<file path="src/e2e6_pkg.sv">
// Shared types, constants and the CRC byte update for the profile 6 protect/check block.
package e2e6_pkg;

  // CRC-16 CCITT-FALSE
  localparam logic [15:0] CRC_POLY = 16'h1021;
  localparam logic [15:0] CRC_INIT = 16'hFFFF;

  // Header layout relative to the header offset
  localparam int unsigned HDR_CRC_HI = 0;
  localparam int unsigned HDR_CRC_LO = 1;
  localparam int unsigned HDR_LEN_HI = 2;
  localparam int unsigned HDR_LEN_LO = 3;
  localparam int unsigned HDR_CNT    = 4;
  localparam int unsigned HDR_BYTES  = 5;

  // Configuration register indexes
  localparam logic CFG_DATA_ID    = 1'b0;
  localparam logic CFG_HDR_OFFSET = 1'b1;

  // Action codes
  localparam logic ACT_PROTECT = 1'b0;
  localparam logic ACT_CHECK   = 1'b1;

  // Depth of the queue between front and back
  localparam int unsigned QDEPTH = 2;

  // Classified item handed from front to back
  typedef struct packed {
    logic [7:0]  ob;        // byte to pass on
    logic        crc_en;    // byte enters the CRC
    logic        last;      // final byte of the message
    logic        bad;       // message invalid (valid on last only)
    logic        chk;       // check mode and header length matched
    logic [15:0] seen_crc;  // CRC found in the header
  } item_t;

  // Feed one byte into the CRC, MSB first
  function automatic logic [15:0] crc_feed(input logic [15:0] crc, input logic [7:0] b);
    logic [15:0] c;
    c = crc ^ {b, 8'h00};
    for (int i = 0; i < 8; i++) begin
      c = c[15] ? ({c[14:0], 1'b0} ^ CRC_POLY) : {c[14:0], 1'b0};
    end
    return c;
  endfunction

endpackage

</file>
<file path="src/e2e6_front.sv">
// Front part: tracks the byte position, substitutes header bytes and classifies each item.
module e2e6_front #(
  parameter int unsigned MAX_FRAME = 4096
) (
  input  logic          clk_i,
  input  logic          rst_ni,
  input  logic          in_valid_i,
  output logic          in_ready_o,
  input  logic          action_i,
  input  logic [7:0]    data_byte_i,
  input  logic [12:0]   frame_length_i,
  input  logic          bump_count_i,
  input  logic          last_byte_i,
  input  logic [11:0]   header_offset_i,
  output logic          item_valid_o,
  input  logic          item_ready_i,
  output e2e6_pkg::item_t item_o
);
  import e2e6_pkg::*;

  localparam int unsigned PW = $clog2(MAX_FRAME + 1);
  localparam int unsigned CW = ((PW > 13) ? PW : 13) + 1;

  logic [PW-1:0] pos_q, pos_d;
  logic [12:0]   len_q, len_d;
  logic          act_q, act_d;
  logic          inc_q, inc_d;
  logic [15:0]   seen_len_q, seen_len_d;
  logic [15:0]   seen_crc_q, seen_crc_d;

  logic          first, acc;
  logic [12:0]   len_w;
  logic          act_w, inc_w;
  logic [CW-1:0] pos_x, off_x, len_x;
  logic          at_crc_hi, at_crc_lo, at_len_hi, at_len_lo, at_cnt;
  logic [7:0]    ob;
  logic          bad;

  assign in_ready_o   = item_ready_i;
  assign item_valid_o = in_valid_i;
  assign acc          = in_valid_i && item_ready_i;

  // Sample the per-message fields at the first byte
  assign first = (pos_q == '0);
  assign len_w = first ? frame_length_i : len_q;
  assign act_w = first ? action_i       : act_q;
  assign inc_w = first ? bump_count_i   : inc_q;

  assign pos_x = CW'(pos_q);
  assign off_x = CW'(header_offset_i);
  assign len_x = CW'(len_w);

  // Locate the header bytes
  assign at_crc_hi = (pos_x == off_x + CW'(HDR_CRC_HI));
  assign at_crc_lo = (pos_x == off_x + CW'(HDR_CRC_LO));
  assign at_len_hi = (pos_x == off_x + CW'(HDR_LEN_HI));
  assign at_len_lo = (pos_x == off_x + CW'(HDR_LEN_LO));
  assign at_cnt    = (pos_x == off_x + CW'(HDR_CNT));

  // Capture the header fields as they pass
  always_comb begin
    seen_crc_d = seen_crc_q;
    seen_len_d = seen_len_q;
    priority if (at_crc_hi) begin
      seen_crc_d[15:8] = data_byte_i;
    end else if (at_crc_lo) begin
      seen_crc_d[7:0] = data_byte_i;
    end else if (at_len_hi) begin
      seen_len_d[15:8] = data_byte_i;
    end else if (at_len_lo) begin
      seen_len_d[7:0] = data_byte_i;
    end else begin
      seen_crc_d = seen_crc_q;
    end
  end

  // Substitute length and counter when protecting
  always_comb begin
    ob = data_byte_i;
    if (act_w == ACT_PROTECT) begin
      priority if (at_len_hi) begin
        ob = {3'b000, len_w[12:8]};
      end else if (at_len_lo) begin
        ob = len_w[7:0];
      end else if (at_cnt && inc_w) begin
        ob = data_byte_i + 8'd1;
      end else begin
        ob = data_byte_i;
      end
    end
  end

  // Validity of the message as seen at its last byte
  assign bad = (pos_x < CW'(HDR_BYTES - 1))
            || (pos_x >= CW'(MAX_FRAME))
            || (len_x < CW'(HDR_BYTES))
            || (len_x > pos_x + CW'(1))
            || (off_x + CW'(HDR_BYTES) > pos_x + CW'(1))
            || (off_x + CW'(HDR_LEN_HI) > len_x);

  always_comb begin
    item_o.ob       = ob;
    item_o.crc_en   = (pos_x < len_x) && !at_crc_hi && !at_crc_lo;
    item_o.last     = last_byte_i;
    item_o.bad      = bad;
    item_o.chk      = (act_w == ACT_CHECK) && (seen_len_d == 16'(len_w));
    item_o.seen_crc = seen_crc_d;
  end

  // Advance or clear the message state
  always_comb begin
    pos_d = pos_q;
    len_d = len_q;
    act_d = act_q;
    inc_d = inc_q;
    if (acc) begin
      if (last_byte_i) begin
        pos_d = '0;
        len_d = '0;
        act_d = 1'b0;
        inc_d = 1'b0;
      end else begin
        pos_d = (pos_q < PW'(MAX_FRAME)) ? pos_q + PW'(1) : PW'(MAX_FRAME);
        len_d = len_w;
        act_d = act_w;
        inc_d = inc_w;
      end
    end
  end

  always_ff @(posedge clk_i or negedge rst_ni) begin
    if (!rst_ni) begin
      pos_q      <= '0;
      len_q      <= '0;
      act_q      <= 1'b0;
      inc_q      <= 1'b0;
      seen_len_q <= '0;
      seen_crc_q <= '0;
    end else begin
      pos_q <= pos_d;
      len_q <= len_d;
      act_q <= act_d;
      inc_q <= inc_d;
      if (acc) begin
        seen_len_q <= last_byte_i ? 16'h0000 : seen_len_d;
        seen_crc_q <= last_byte_i ? 16'h0000 : seen_crc_d;
      end
    end
  end

endmodule

</file>
<file path="src/e2e6_queue.sv">
// Short queue of classified items between front and back.
module e2e6_queue (
  input  logic            clk_i,
  input  logic            rst_ni,
  input  logic            push_valid_i,
  output logic            push_ready_o,
  input  e2e6_pkg::item_t push_item_i,
  output logic            pop_valid_o,
  input  logic            pop_ready_i,
  output e2e6_pkg::item_t pop_item_o
);
  import e2e6_pkg::*;

  localparam int unsigned AW = (QDEPTH > 1) ? $clog2(QDEPTH) : 1;
  localparam int unsigned NW = $clog2(QDEPTH + 1);

  item_t         mem_q [QDEPTH];
  logic [AW-1:0] wr_q, wr_d, rd_q, rd_d;
  logic [NW-1:0] cnt_q, cnt_d;
  logic          push, pop;

  assign push_ready_o = (cnt_q != NW'(QDEPTH));
  assign pop_valid_o  = (cnt_q != '0);
  assign pop_item_o   = mem_q[rd_q];
  assign push         = push_valid_i && push_ready_o;
  assign pop          = pop_valid_o && pop_ready_i;

  // Advance pointers with wrap
  always_comb begin
    wr_d  = wr_q;
    rd_d  = rd_q;
    cnt_d = cnt_q;
    if (push) begin
      wr_d = (wr_q == AW'(QDEPTH - 1)) ? '0 : wr_q + AW'(1);
    end
    if (pop) begin
      rd_d = (rd_q == AW'(QDEPTH - 1)) ? '0 : rd_q + AW'(1);
    end
    unique case ({push, pop})
      2'b10:   cnt_d = cnt_q + NW'(1);
      2'b01:   cnt_d = cnt_q - NW'(1);
      default: cnt_d = cnt_q;
    endcase
  end

  always_ff @(posedge clk_i or negedge rst_ni) begin
    if (!rst_ni) begin
      wr_q  <= '0;
      rd_q  <= '0;
      cnt_q <= '0;
    end else begin
      wr_q  <= wr_d;
      rd_q  <= rd_d;
      cnt_q <= cnt_d;
    end
  end

  // Store the item payload
  always_ff @(posedge clk_i) begin
    if (push) begin
      mem_q[wr_q] <= push_item_i;
    end
  end

endmodule

</file>
<file path="src/e2e6_back.sv">
// Back part: runs the CRC, folds in the data id, checks and registers the result item.
module e2e6_back (
  input  logic            clk_i,
  input  logic            rst_ni,
  input  logic            item_valid_i,
  output logic            item_ready_o,
  input  e2e6_pkg::item_t item_i,
  input  logic [15:0]     data_id_i,
  output logic            out_valid_o,
  input  logic            out_ready_i,
  output logic [7:0]      out_byte_o,
  output logic [15:0]     crc_value_o,
  output logic            check_ok_o,
  output logic            status_o,
  output logic            is_last_o
);
  import e2e6_pkg::*;

  logic [15:0] crc_q, crc_d;
  logic        vld_q;
  logic        take;
  logic [15:0] crc_upd, crc_fin;

  logic [7:0]  ob_q;
  logic [15:0] crcv_q;
  logic        ok_q, st_q, last_q;

  assign item_ready_o = !vld_q || out_ready_i;
  assign take         = item_valid_i && item_ready_o;

  // Update the running CRC, then fold in the data id for the last byte
  assign crc_upd = item_i.crc_en ? crc_feed(crc_q, item_i.ob) : crc_q;
  assign crc_fin = crc_feed(crc_feed(crc_upd, data_id_i[15:8]), data_id_i[7:0]);

  always_comb begin
    crc_d = crc_q;
    if (take) begin
      crc_d = item_i.last ? CRC_INIT : crc_upd;
    end
  end

  always_ff @(posedge clk_i or negedge rst_ni) begin
    if (!rst_ni) begin
      crc_q <= CRC_INIT;
      vld_q <= 1'b0;
    end else begin
      crc_q <= crc_d;
      if (take) begin
        vld_q <= 1'b1;
      end else if (out_ready_i) begin
        vld_q <= 1'b0;
      end
    end
  end

  // Hold the result item until it is taken
  always_ff @(posedge clk_i) begin
    if (take) begin
      ob_q   <= item_i.ob;
      last_q <= item_i.last;
      st_q   <= item_i.last && item_i.bad;
      crcv_q <= (item_i.last && !item_i.bad) ? crc_fin : 16'h0000;
      ok_q   <= item_i.last && !item_i.bad && item_i.chk && (item_i.seen_crc == crc_fin);
    end
  end

  assign out_valid_o = vld_q;
  assign out_byte_o  = ob_q;
  assign crc_value_o = crcv_q;
  assign check_ok_o  = ok_q;
  assign status_o    = st_q;
  assign is_last_o   = last_q;

endmodule

</file>
<file path="src/e2e_profile6_protect_check_top.sv">
// Top level of the end-to-end profile 6 protect/check block.
// Streams a message one byte per item and applies the profile 6 header (CRC-16
// CCITT-FALSE, big-endian length, counter) found at header_offset. In protect
// mode the length bytes are replaced and the counter optionally incremented; in
// check mode the header CRC and length are compared. The finished CRC, check
// result and status come with the last byte's result. The block takes one item
// every cycle while its output is taken, a rate set by the byte-wide CRC update
// that the back part does for each item. The front part is combinational, so
// an accepted item's result passes through the two-entry queue and then the
// output register before it can be taken. A held output fills the output
// register and the queue, three items, before the input stalls. Write the
// configuration only while no item is in flight.
module e2e_profile6_protect_check_top #(
  parameter int unsigned MAX_FRAME = 4096
) (
  input  logic        clk_i,
  input  logic        rst_ni,
  // configuration write port
  input  logic        cfg_we_i,
  input  logic        cfg_index_i,
  input  logic [15:0] cfg_data_i,
  // input stream
  input  logic        s_axis_tvalid,
  output logic        s_axis_tready,
  input  logic [23:0] s_axis_tdata,  // data_byte[7:0], frame_length[20:8],
                                     // bump_count[21], zero[23:22]
  input  logic [0:0]  s_axis_tuser,  // action[0]
  input  logic        s_axis_tlast,  // last_byte
  // output stream
  output logic        m_axis_tvalid,
  input  logic        m_axis_tready,
  output logic [31:0] m_axis_tdata,  // out_byte[7:0], crc_value[23:8], check_ok[24],
                                     // status[25], zero[31:26]
  output logic        m_axis_tlast   // is_last
);
  import e2e6_pkg::*;

  logic [15:0] data_id_q;
  logic [11:0] hdr_off_q;

  logic        f_valid, f_ready, b_valid, b_ready;
  item_t       f_item, b_item;
  logic [7:0]  out_byte;
  logic [15:0] crc_value;
  logic        check_ok, status;

  // Configuration registers
  always_ff @(posedge clk_i or negedge rst_ni) begin
    if (!rst_ni) begin
      data_id_q <= '0;
      hdr_off_q <= '0;
    end else if (cfg_we_i) begin
      unique case (cfg_index_i)
        CFG_DATA_ID:    data_id_q <= cfg_data_i;
        CFG_HDR_OFFSET: hdr_off_q <= cfg_data_i[11:0];
        default:        data_id_q <= data_id_q;
      endcase
    end
  end

  e2e6_front #(
    .MAX_FRAME (MAX_FRAME)
  ) u_front (
    .clk_i           (clk_i),
    .rst_ni          (rst_ni),
    .in_valid_i      (s_axis_tvalid),
    .in_ready_o      (s_axis_tready),
    .action_i        (s_axis_tuser[0]),
    .data_byte_i     (s_axis_tdata[7:0]),
    .frame_length_i  (s_axis_tdata[20:8]),
    .bump_count_i    (s_axis_tdata[21]),
    .last_byte_i     (s_axis_tlast),
    .header_offset_i (hdr_off_q),
    .item_valid_o    (f_valid),
    .item_ready_i    (f_ready),
    .item_o          (f_item)
  );

  e2e6_queue u_queue (
    .clk_i        (clk_i),
    .rst_ni       (rst_ni),
    .push_valid_i (f_valid),
    .push_ready_o (f_ready),
    .push_item_i  (f_item),
    .pop_valid_o  (b_valid),
    .pop_ready_i  (b_ready),
    .pop_item_o   (b_item)
  );

  e2e6_back u_back (
    .clk_i        (clk_i),
    .rst_ni       (rst_ni),
    .item_valid_i (b_valid),
    .item_ready_o (b_ready),
    .item_i       (b_item),
    .data_id_i    (data_id_q),
    .out_valid_o  (m_axis_tvalid),
    .out_ready_i  (m_axis_tready),
    .out_byte_o   (out_byte),
    .crc_value_o  (crc_value),
    .check_ok_o   (check_ok),
    .status_o     (status),
    .is_last_o    (m_axis_tlast)
  );

  assign m_axis_tdata = {6'b000000, status, check_ok, crc_value, out_byte};

`ifndef SYNTHESIS
  // An invalid message never reports a passing check
  a_ok_excl_status: assert property (@(posedge clk_i) disable iff (!rst_ni)
    m_axis_tvalid |-> !(check_ok && status))
    else $error("check_ok and status both set");

  // Summary fields appear only on the last result
  a_summary_last: assert property (@(posedge clk_i) disable iff (!rst_ni)
    (m_axis_tvalid && !m_axis_tlast) |-> (crc_value == 16'h0000 && !check_ok && !status))
    else $error("summary field set on a non-last result");

  // An invalid message reports no CRC
  a_bad_no_crc: assert property (@(posedge clk_i) disable iff (!rst_ni)
    (m_axis_tvalid && status) |-> (crc_value == 16'h0000))
    else $error("CRC reported for an invalid message");
`endif

endmodule

</file>
<file path="config.mk">
export PLATFORM = sky130hd
export DESIGN_NAME = e2e_profile6_protect_check_top
export DESIGN_NICKNAME = d
export VERILOG_FILES = /design/src/e2e6_pkg.sv /design/src/e2e6_front.sv /design/src/e2e6_queue.sv /design/src/e2e6_back.sv /design/src/e2e_profile6_protect_check_top.sv
export SDC_FILE = /design/constraint.sdc
export NUM_CORES = 1
export LEC_CHECK = 0
export ABC_AREA = 1
export BUFFER_PORTS_ARGS = -buffer_cell sky130_fd_sc_hd__buf_4
export CAP_MARGIN = 15
export CORE_ASPECT_RATIO = 0.75
export CORE_MARGIN = 4
export CORE_UTILIZATION = 35
export DETAILED_ROUTE_END_ITERATION = 8
export PLACE_DENSITY_LB_ADDON = 0.25
export SLEW_MARGIN = 0
export SYNTH_ARGS = -nofsm -noshare
export SYNTH_HDL_FRONTEND = slang
export SYNTH_SLANG_ARGS = --single-unit
</file>
<file path="constraint.sdc">
create_clock -name clk_i -period 4.1 [get_ports clk_i]
set_clock_uncertainty 0.15 [all_clocks]
set_input_delay 0.41 -clock clk_i [delete_from_list [all_inputs] [get_ports clk_i]]
set_output_delay 0.41 -clock clk_i [all_outputs]
set_load 0.02 [all_outputs]
</file>
=== Yosys cells after proc, flatten, opt, wreduce, memory -nomap -nowiden ===
Memory sizes are Yosys's and may differ from the RTL's.
Cells that the tools add are included.

* Logic and storage cells: 158
* RAM bits: 56
* Output and inout port bits: 35
* Memories: 1
* Register bits: 136

* Muxes and demuxes: 55
* Eq/ne operators: 10
* Add/subtract/negate cells: 12
* Magnitude comparators: 8
* Bitwise logic cells: 28
* Reductions and logical operators: 26

{| class="wikitable"
|+ Memory list
! name !! depth !! bits a word !! read ports !! clocked after memory_dff !! wr ports !! RTL line !! RTL
|-
| u_queue.mem_q || 2 || 28 || 1 || 0 || 1 || e2e6_queue.sv:17 || <nowiki>item_t mem_q [QDEPTH];</nowiki>
|}

{| class="wikitable"
|+ Operators by type and width
! operator !! number
|-
| 13-bit 2-to-1 mux || 28
|-
| 16-bit 2-to-1 mux || 6
|-
| 8-bit 2-to-1 mux || 10
|-
| 3-bit NOT || 24
|-
| 13-bit by 14-bit equality test with 1-bit output || 4
|-
| 16-bit XOR || 3
|-
| 12-bit by 2-bit adder with 13-bit output (second input constant) || 2
|-
| 12-bit by 3-bit adder with 13-bit output (second input constant) || 2
|-
| 13-bit by 3-bit < comparator with 1-bit output (second input constant) || 2
|-
| 16-bit by 13-bit equality test with 1-bit output || 1
|-
| 16-bit equality test || 1
|-
| 13-bit by 1-bit adder with 14-bit output (second input constant) || 1
|-
| 13-bit by 14-bit greater-than comparator with 1-bit output || 1
|-
| 14-bit by 13-bit greater-than comparator with 1-bit output || 1
|-
| 14-bit greater-than comparator || 1
|-
| 12-bit by 1-bit adder with 13-bit output (second input constant) || 1
|-
| 13-bit by 1-bit adder with 13-bit output (second input constant) || 1
|-
| 13-bit by 12-bit equality test with 1-bit output || 1
|-
| 13-bit >= comparator (second input constant) || 1
|-
| 13-bit zero test || 1
|-
| 13-bit < comparator || 1
|-
| 13-bit < comparator (second input constant) || 1
|-
| 1-bit logical AND || 10
|-
| 1-bit 2-to-1 mux || 10
|-
| other kinds (13) || 25
|}

=== Longest topological paths before layout ===
An unclocked memory read counts as a cell.

* Word-level depth: 55
* Mapped depth: 27

=== Hierarchy ===
From an unflattened synthesis, not the netlist that was laid out.

* Cell total of the unflattened synthesis: 1931
* Area total of the unflattened synthesis: 14027.2 µm²

{| class="wikitable"
|+ Modules (own cells, without submodules)
! module !! area each (µm²) !! cells an instance !! times used !! seq. area each (µm²)
|-
| e2e6_front || 6835.3 || 1052 || 1 || 1501.4
|-
| e2e6_back || 3728.6 || 572 || 1 || 1256.2
|-
| e2e6_queue || 2269.7 || 176 || 1 || 1781.7
|-
| e2e_profile6_protect_check_top || 1193.6 || 131 || 1 || 700.7
|}

=== Worst setup path after synthesis ===
Ideal clock, no wire load.

* Path kind: flip-flop to flip-flop
* From: register u_front.pos_q[3]
* To: memory u_queue.mem_q[0][17] (netlist bit) (data pin)
* Period minus slack after synthesis: 3.285 ns
* Path slack: 0.815 ns
* Arrival: 2.868 ns
* Cell stages (with the launch flop): 19
* Setup time: 0.267 ns
* Cells stage by stage: dfrtp_1 -> clkbuf_1 -> inv_1 -> nand2_1 -> nor3b_1 -> nand2_1 -> inv_1 -> buf_2 -> o21a_1 -> inv_1 -> ha_1 -> a21o_1 -> a31oi_1 -> a31oi_1 -> a2111oi_0 -> o21ai_0 -> a21oi_1 -> nand3b_1 -> nand3_1

{| class="wikitable"
|+ RTL lines
! what !! RTL line !! RTL
|-
| start: declaration || e2e6_front.sv:24 || <nowiki>logic [PW-1:0] pos_q, pos_d;</nowiki>
|-
| start signal: assignment || e2e6_front.sv:140 || <nowiki>pos_q <= pos_d;</nowiki>
|-
| end: declaration || e2e6_queue.sv:17 ||
|}

==> results.ini <==
[status]
status=completed

[layout]
layout.cells.most_common=nand2_1
final_area_mm2=0.0153
fillerInstances=3838
fin_nets=1921
area.growth.synth_to_final_pct=14.4
final-instance-count-excl-fill=2326
mostFrequentLayoutCells=409 x nand2_1, 248 x inv_1, 145 x nand3_1
fraction_of_layout_cells_with_a_size_suffix_above_1_pct=15.4
antenna-diode-count=0

[place]
final_hpwl_dp_um=31800
placement.cell_area_mm2=0.0147
gp_routability_congestion=0.942
port_buffers=74
numPlacedInstances=2292

[synth]
ys_top_cells_by_area=edfxtp_1 19%, dfrtp_1 17%, nand2_1 12%, inv_1 7.0%, ha_1 6.0%
ys_ff_latch=192
yosys_warnings=0
syn-instance-count=1718
avgSynthCellArea_um2=7.77
post_synth_and_or_nand_nor_area_fraction_pct=27.4
synth-compound-area-share_pct=11.7
count_of_cell_types_in_the_netlist=60
synthDominantCellAreaShare_pct=18.7
syn_area_mm2=0.0134
ys_async_sr_fraction_pct=56.8
synth_seq_area_share_pct=39.2
synth_top_cell_by_area=edfxtp_1
synth_xor_xnor_area_share_pct=5.29
synth.area.mux_share_pct=0.600
post_synth_fa_ha_maj_area_fraction_pct=6.00
largest_family_of_logic_cells_by_synthesized_area=simple AND/OR/NAND/NOR gates
synth_edf_count=83
postSynth.topFlopCell=dfrtp_1

[detailed_routing]
route.detailed.drc=0
drtIter0Drc=876
detailroute.via_count=11800
drt_first_pass_iters=5
wirelength_um=41200
detail_route.vias_per_cell=5.07
post_drt_wl_per_cell_um=17.7
detail-route-antenna-nets=0

[timing]
max_freq_ghz=0.265
finalCriticalPeriod_ns=3.78
rel_slew_slack_pct=49.9
tightestPinTransition_ns=0.744
timing_max_transition_violations_final=0
rsz0062_at_grt=no
hold_viol_final=0
min_period_over_period_pct=92.2
report.final.setup_viol=0
final.hold.worst_slack_ns=0.0408
tns_ns=0

[power_and_ir_drop]
power.density_mw_per_mm2=838
leakagePower_nw=7.46
peakVddDrop_uv=427
totalPowerFinal_mw=12.8

[cts]
clk-insertion-delay-late_ns=0.47
tritoncts=yes
cts_post_setup_buffers_inserted=0
cts.path.max_buffers=2
clock_sinks=192
cts.reportedPaths.clkPinSlew_ns=0.08
cts-buffers-inserted=17
cts.root.buffer_cell=clkbuf_16
clock_tree.htree_level_count=4

[worst_setup_path]
critical_path_required_ns=4.15
highest_net_fanout_along_the_worst_path=16
crit_path_start_kind=register
path_class=register to register
critPathArrivalTime_ns=3.83
worstSetupEndpointType=register

[grt]
grt_antenna_before_repair=0
grt_pass1_vias=10900
grt_pass1_wl_um=63800
grt-ovfl-total=0
grt.total_usage_pct=20.2
grt_start_max_net_pins=73

[floorplanning]
coreArea_mm2=0.0374
initial_utilization_pct=35.7
die_width_um=234
dieArea_mm2=0.0414
count_of_pins_on_the_block_boundary=83
fp-row-count=61
die_h_um=177

[worst_hold_path]
worst_hold_path_type=input pin to register

[run]
maxCapViolCount=0

flip-flops by register name, summed over array words and instances (netlist names):
name	cells
u_back.status_o	1
u_back.crc_q	16
u_back.out_byte_o	8
u_back.crc_value_o	16
u_back.check_ok_o	1
u_front.len_q	13
u_queue.wr_q	1
u_queue.cnt_q	2
u_front.pos_q	13
u_front.inc_q	1
u_back.is_last_o	1
u_front.act_q	1
u_front.seen_crc_q	16
u_back.out_valid_o	1
data_id_q	16
u_queue.rd_q	1
u_queue.mem_q	56
hdr_off_q	12
u_front.seen_len_q	16
cells in the mapped netlist (4+ instances only):
cell type,instances
nor4_1,6
o221ai_1,5
nor2_1,103
nand2_1,410
o21ai_1,19
buf_4,10
o21ai_0,71
nand3_1,145
dfstp_2,16
xor2_1,57
a21oi_1,48
a2111oi_0,4
o21ai_2,7
nand3b_1,14
o21a_1,13
ha_1,64
mux2i_1,8
nor3_1,9
edfxtp_1,83
dfrtp_1,93
or2_2,11
xnor2_1,20
buf_6,5
nand4_1,21
nor2_4,5
nand2_2,43
inv_2,7
clkbuf_1,27
nand3_2,13
a31oi_1,5
o22ai_1,66
o211ai_1,5
inv_1,249
buf_2,12
nand2_4,8
per-layer routing:
metal | vias to the layer above | routed length (µm) | GRT usage (%)
met5 | - | 0 | 0
met4 | 0 | 505 | 4.16
met3 | 35 | 2560 | 4.25
met2 | 335 | 16100 | 27.1
met1 | 5559 | 22000 | 32.7
li1 | 5856 | - | -
kinds of logic after synthesis:
group                    count (synthesis)
multiplexers                             8
other                                    1
AO/OA/AOI/OAI                          261
flip-flops                             192
adder cells (fa/ha/maj)                 64
AND/OR/NAND/NOR                        796
XOR/XNOR                                79
buffers and inverters                  317
area by class of cell:
cell class                 count  area, µm²  share of cell area, %
tap                          504        631                   4.13
clock inverter                14        161                   1.06
inverter                     258        976                   6.39
clock buffer                  18        429                   2.81
timing repair buffer         126        976                   6.39
multi-input combinational   1214       6870                   45.0
sequential                   192       5240                   34.3
timing repair:
item,CTS,global route
gates resized for setup,0,6
setup endpoints to repair,0,4
hold buffers,1,1
hold endpoints to repair,26,2
per-stage QoR:
stage / utilization [%] / worst slack [ns]
final: 40.9 / 0.321
after global routing: 40.9 / 0.0224
after CTS: 40.8 / 0.153
after detailed placement: 39.2 / 0.163
after global placement: 39.2 / 0.179
after floorplan: - / 0.815
final timing paths:
| path | from | endpoint | slack [ns] | cells past startpoint |
|---|---|---|---|---|
| max | u_front.pos_q[1]$_DFFE_PN0P_ | u_queue.mem_q[0][17]$_DFFE_PP_ | 0.32 | 17 |
| min | cfg_data_i[12] | data_id_q[12]$_DFFE_PN0P_ | 0.04 | 3 |
| max reg2reg | u_front.pos_q[1]$_DFFE_PN0P_ | u_queue.mem_q[0][17]$_DFFE_PP_ | 0.32 | 17 |
| min reg2reg | u_front.len_q[6]$_DFFE_PN0P_ | u_front.len_q[6]$_DFFE_PN0P_ | 0.35 | 2 |
| max in group asynchronous | rst_ni | u_front.seen_len_q[10]$_DFFE_PN0P_ | 2.66 | 3 |
| min in group asynchronous | rst_ni | hdr_off_q[0]$_DFFE_PN0P_ | 0.32 | 2 |
report_power, final:
part | switching (mW) | internal [mW]
combinational | 5.58 | 2.65
clock | 0.886 | 0.821
sequential | 0.253 | 2.62
total | 6.72 | 6.09
critical path: stages (launching register included):
cell     delay (ns)
dfrtp_1        0.47
inv_1          0.18
ha_1           0.22
nor3b_2        0.20
nand2_2        0.13
inv_4          0.12
buf_4          0.21
nand2_1        0.08
o21a_1         0.21
inv_1          0.20
ha_1           0.18
inv_1          0.04
a21oi_1        0.21
o21a_1         0.14
o21ai_0        0.19
a221o_1        0.36
a21oi_1        0.13
nand3_1        0.11
Note: power is estimated with default switching activity, not from simulation.
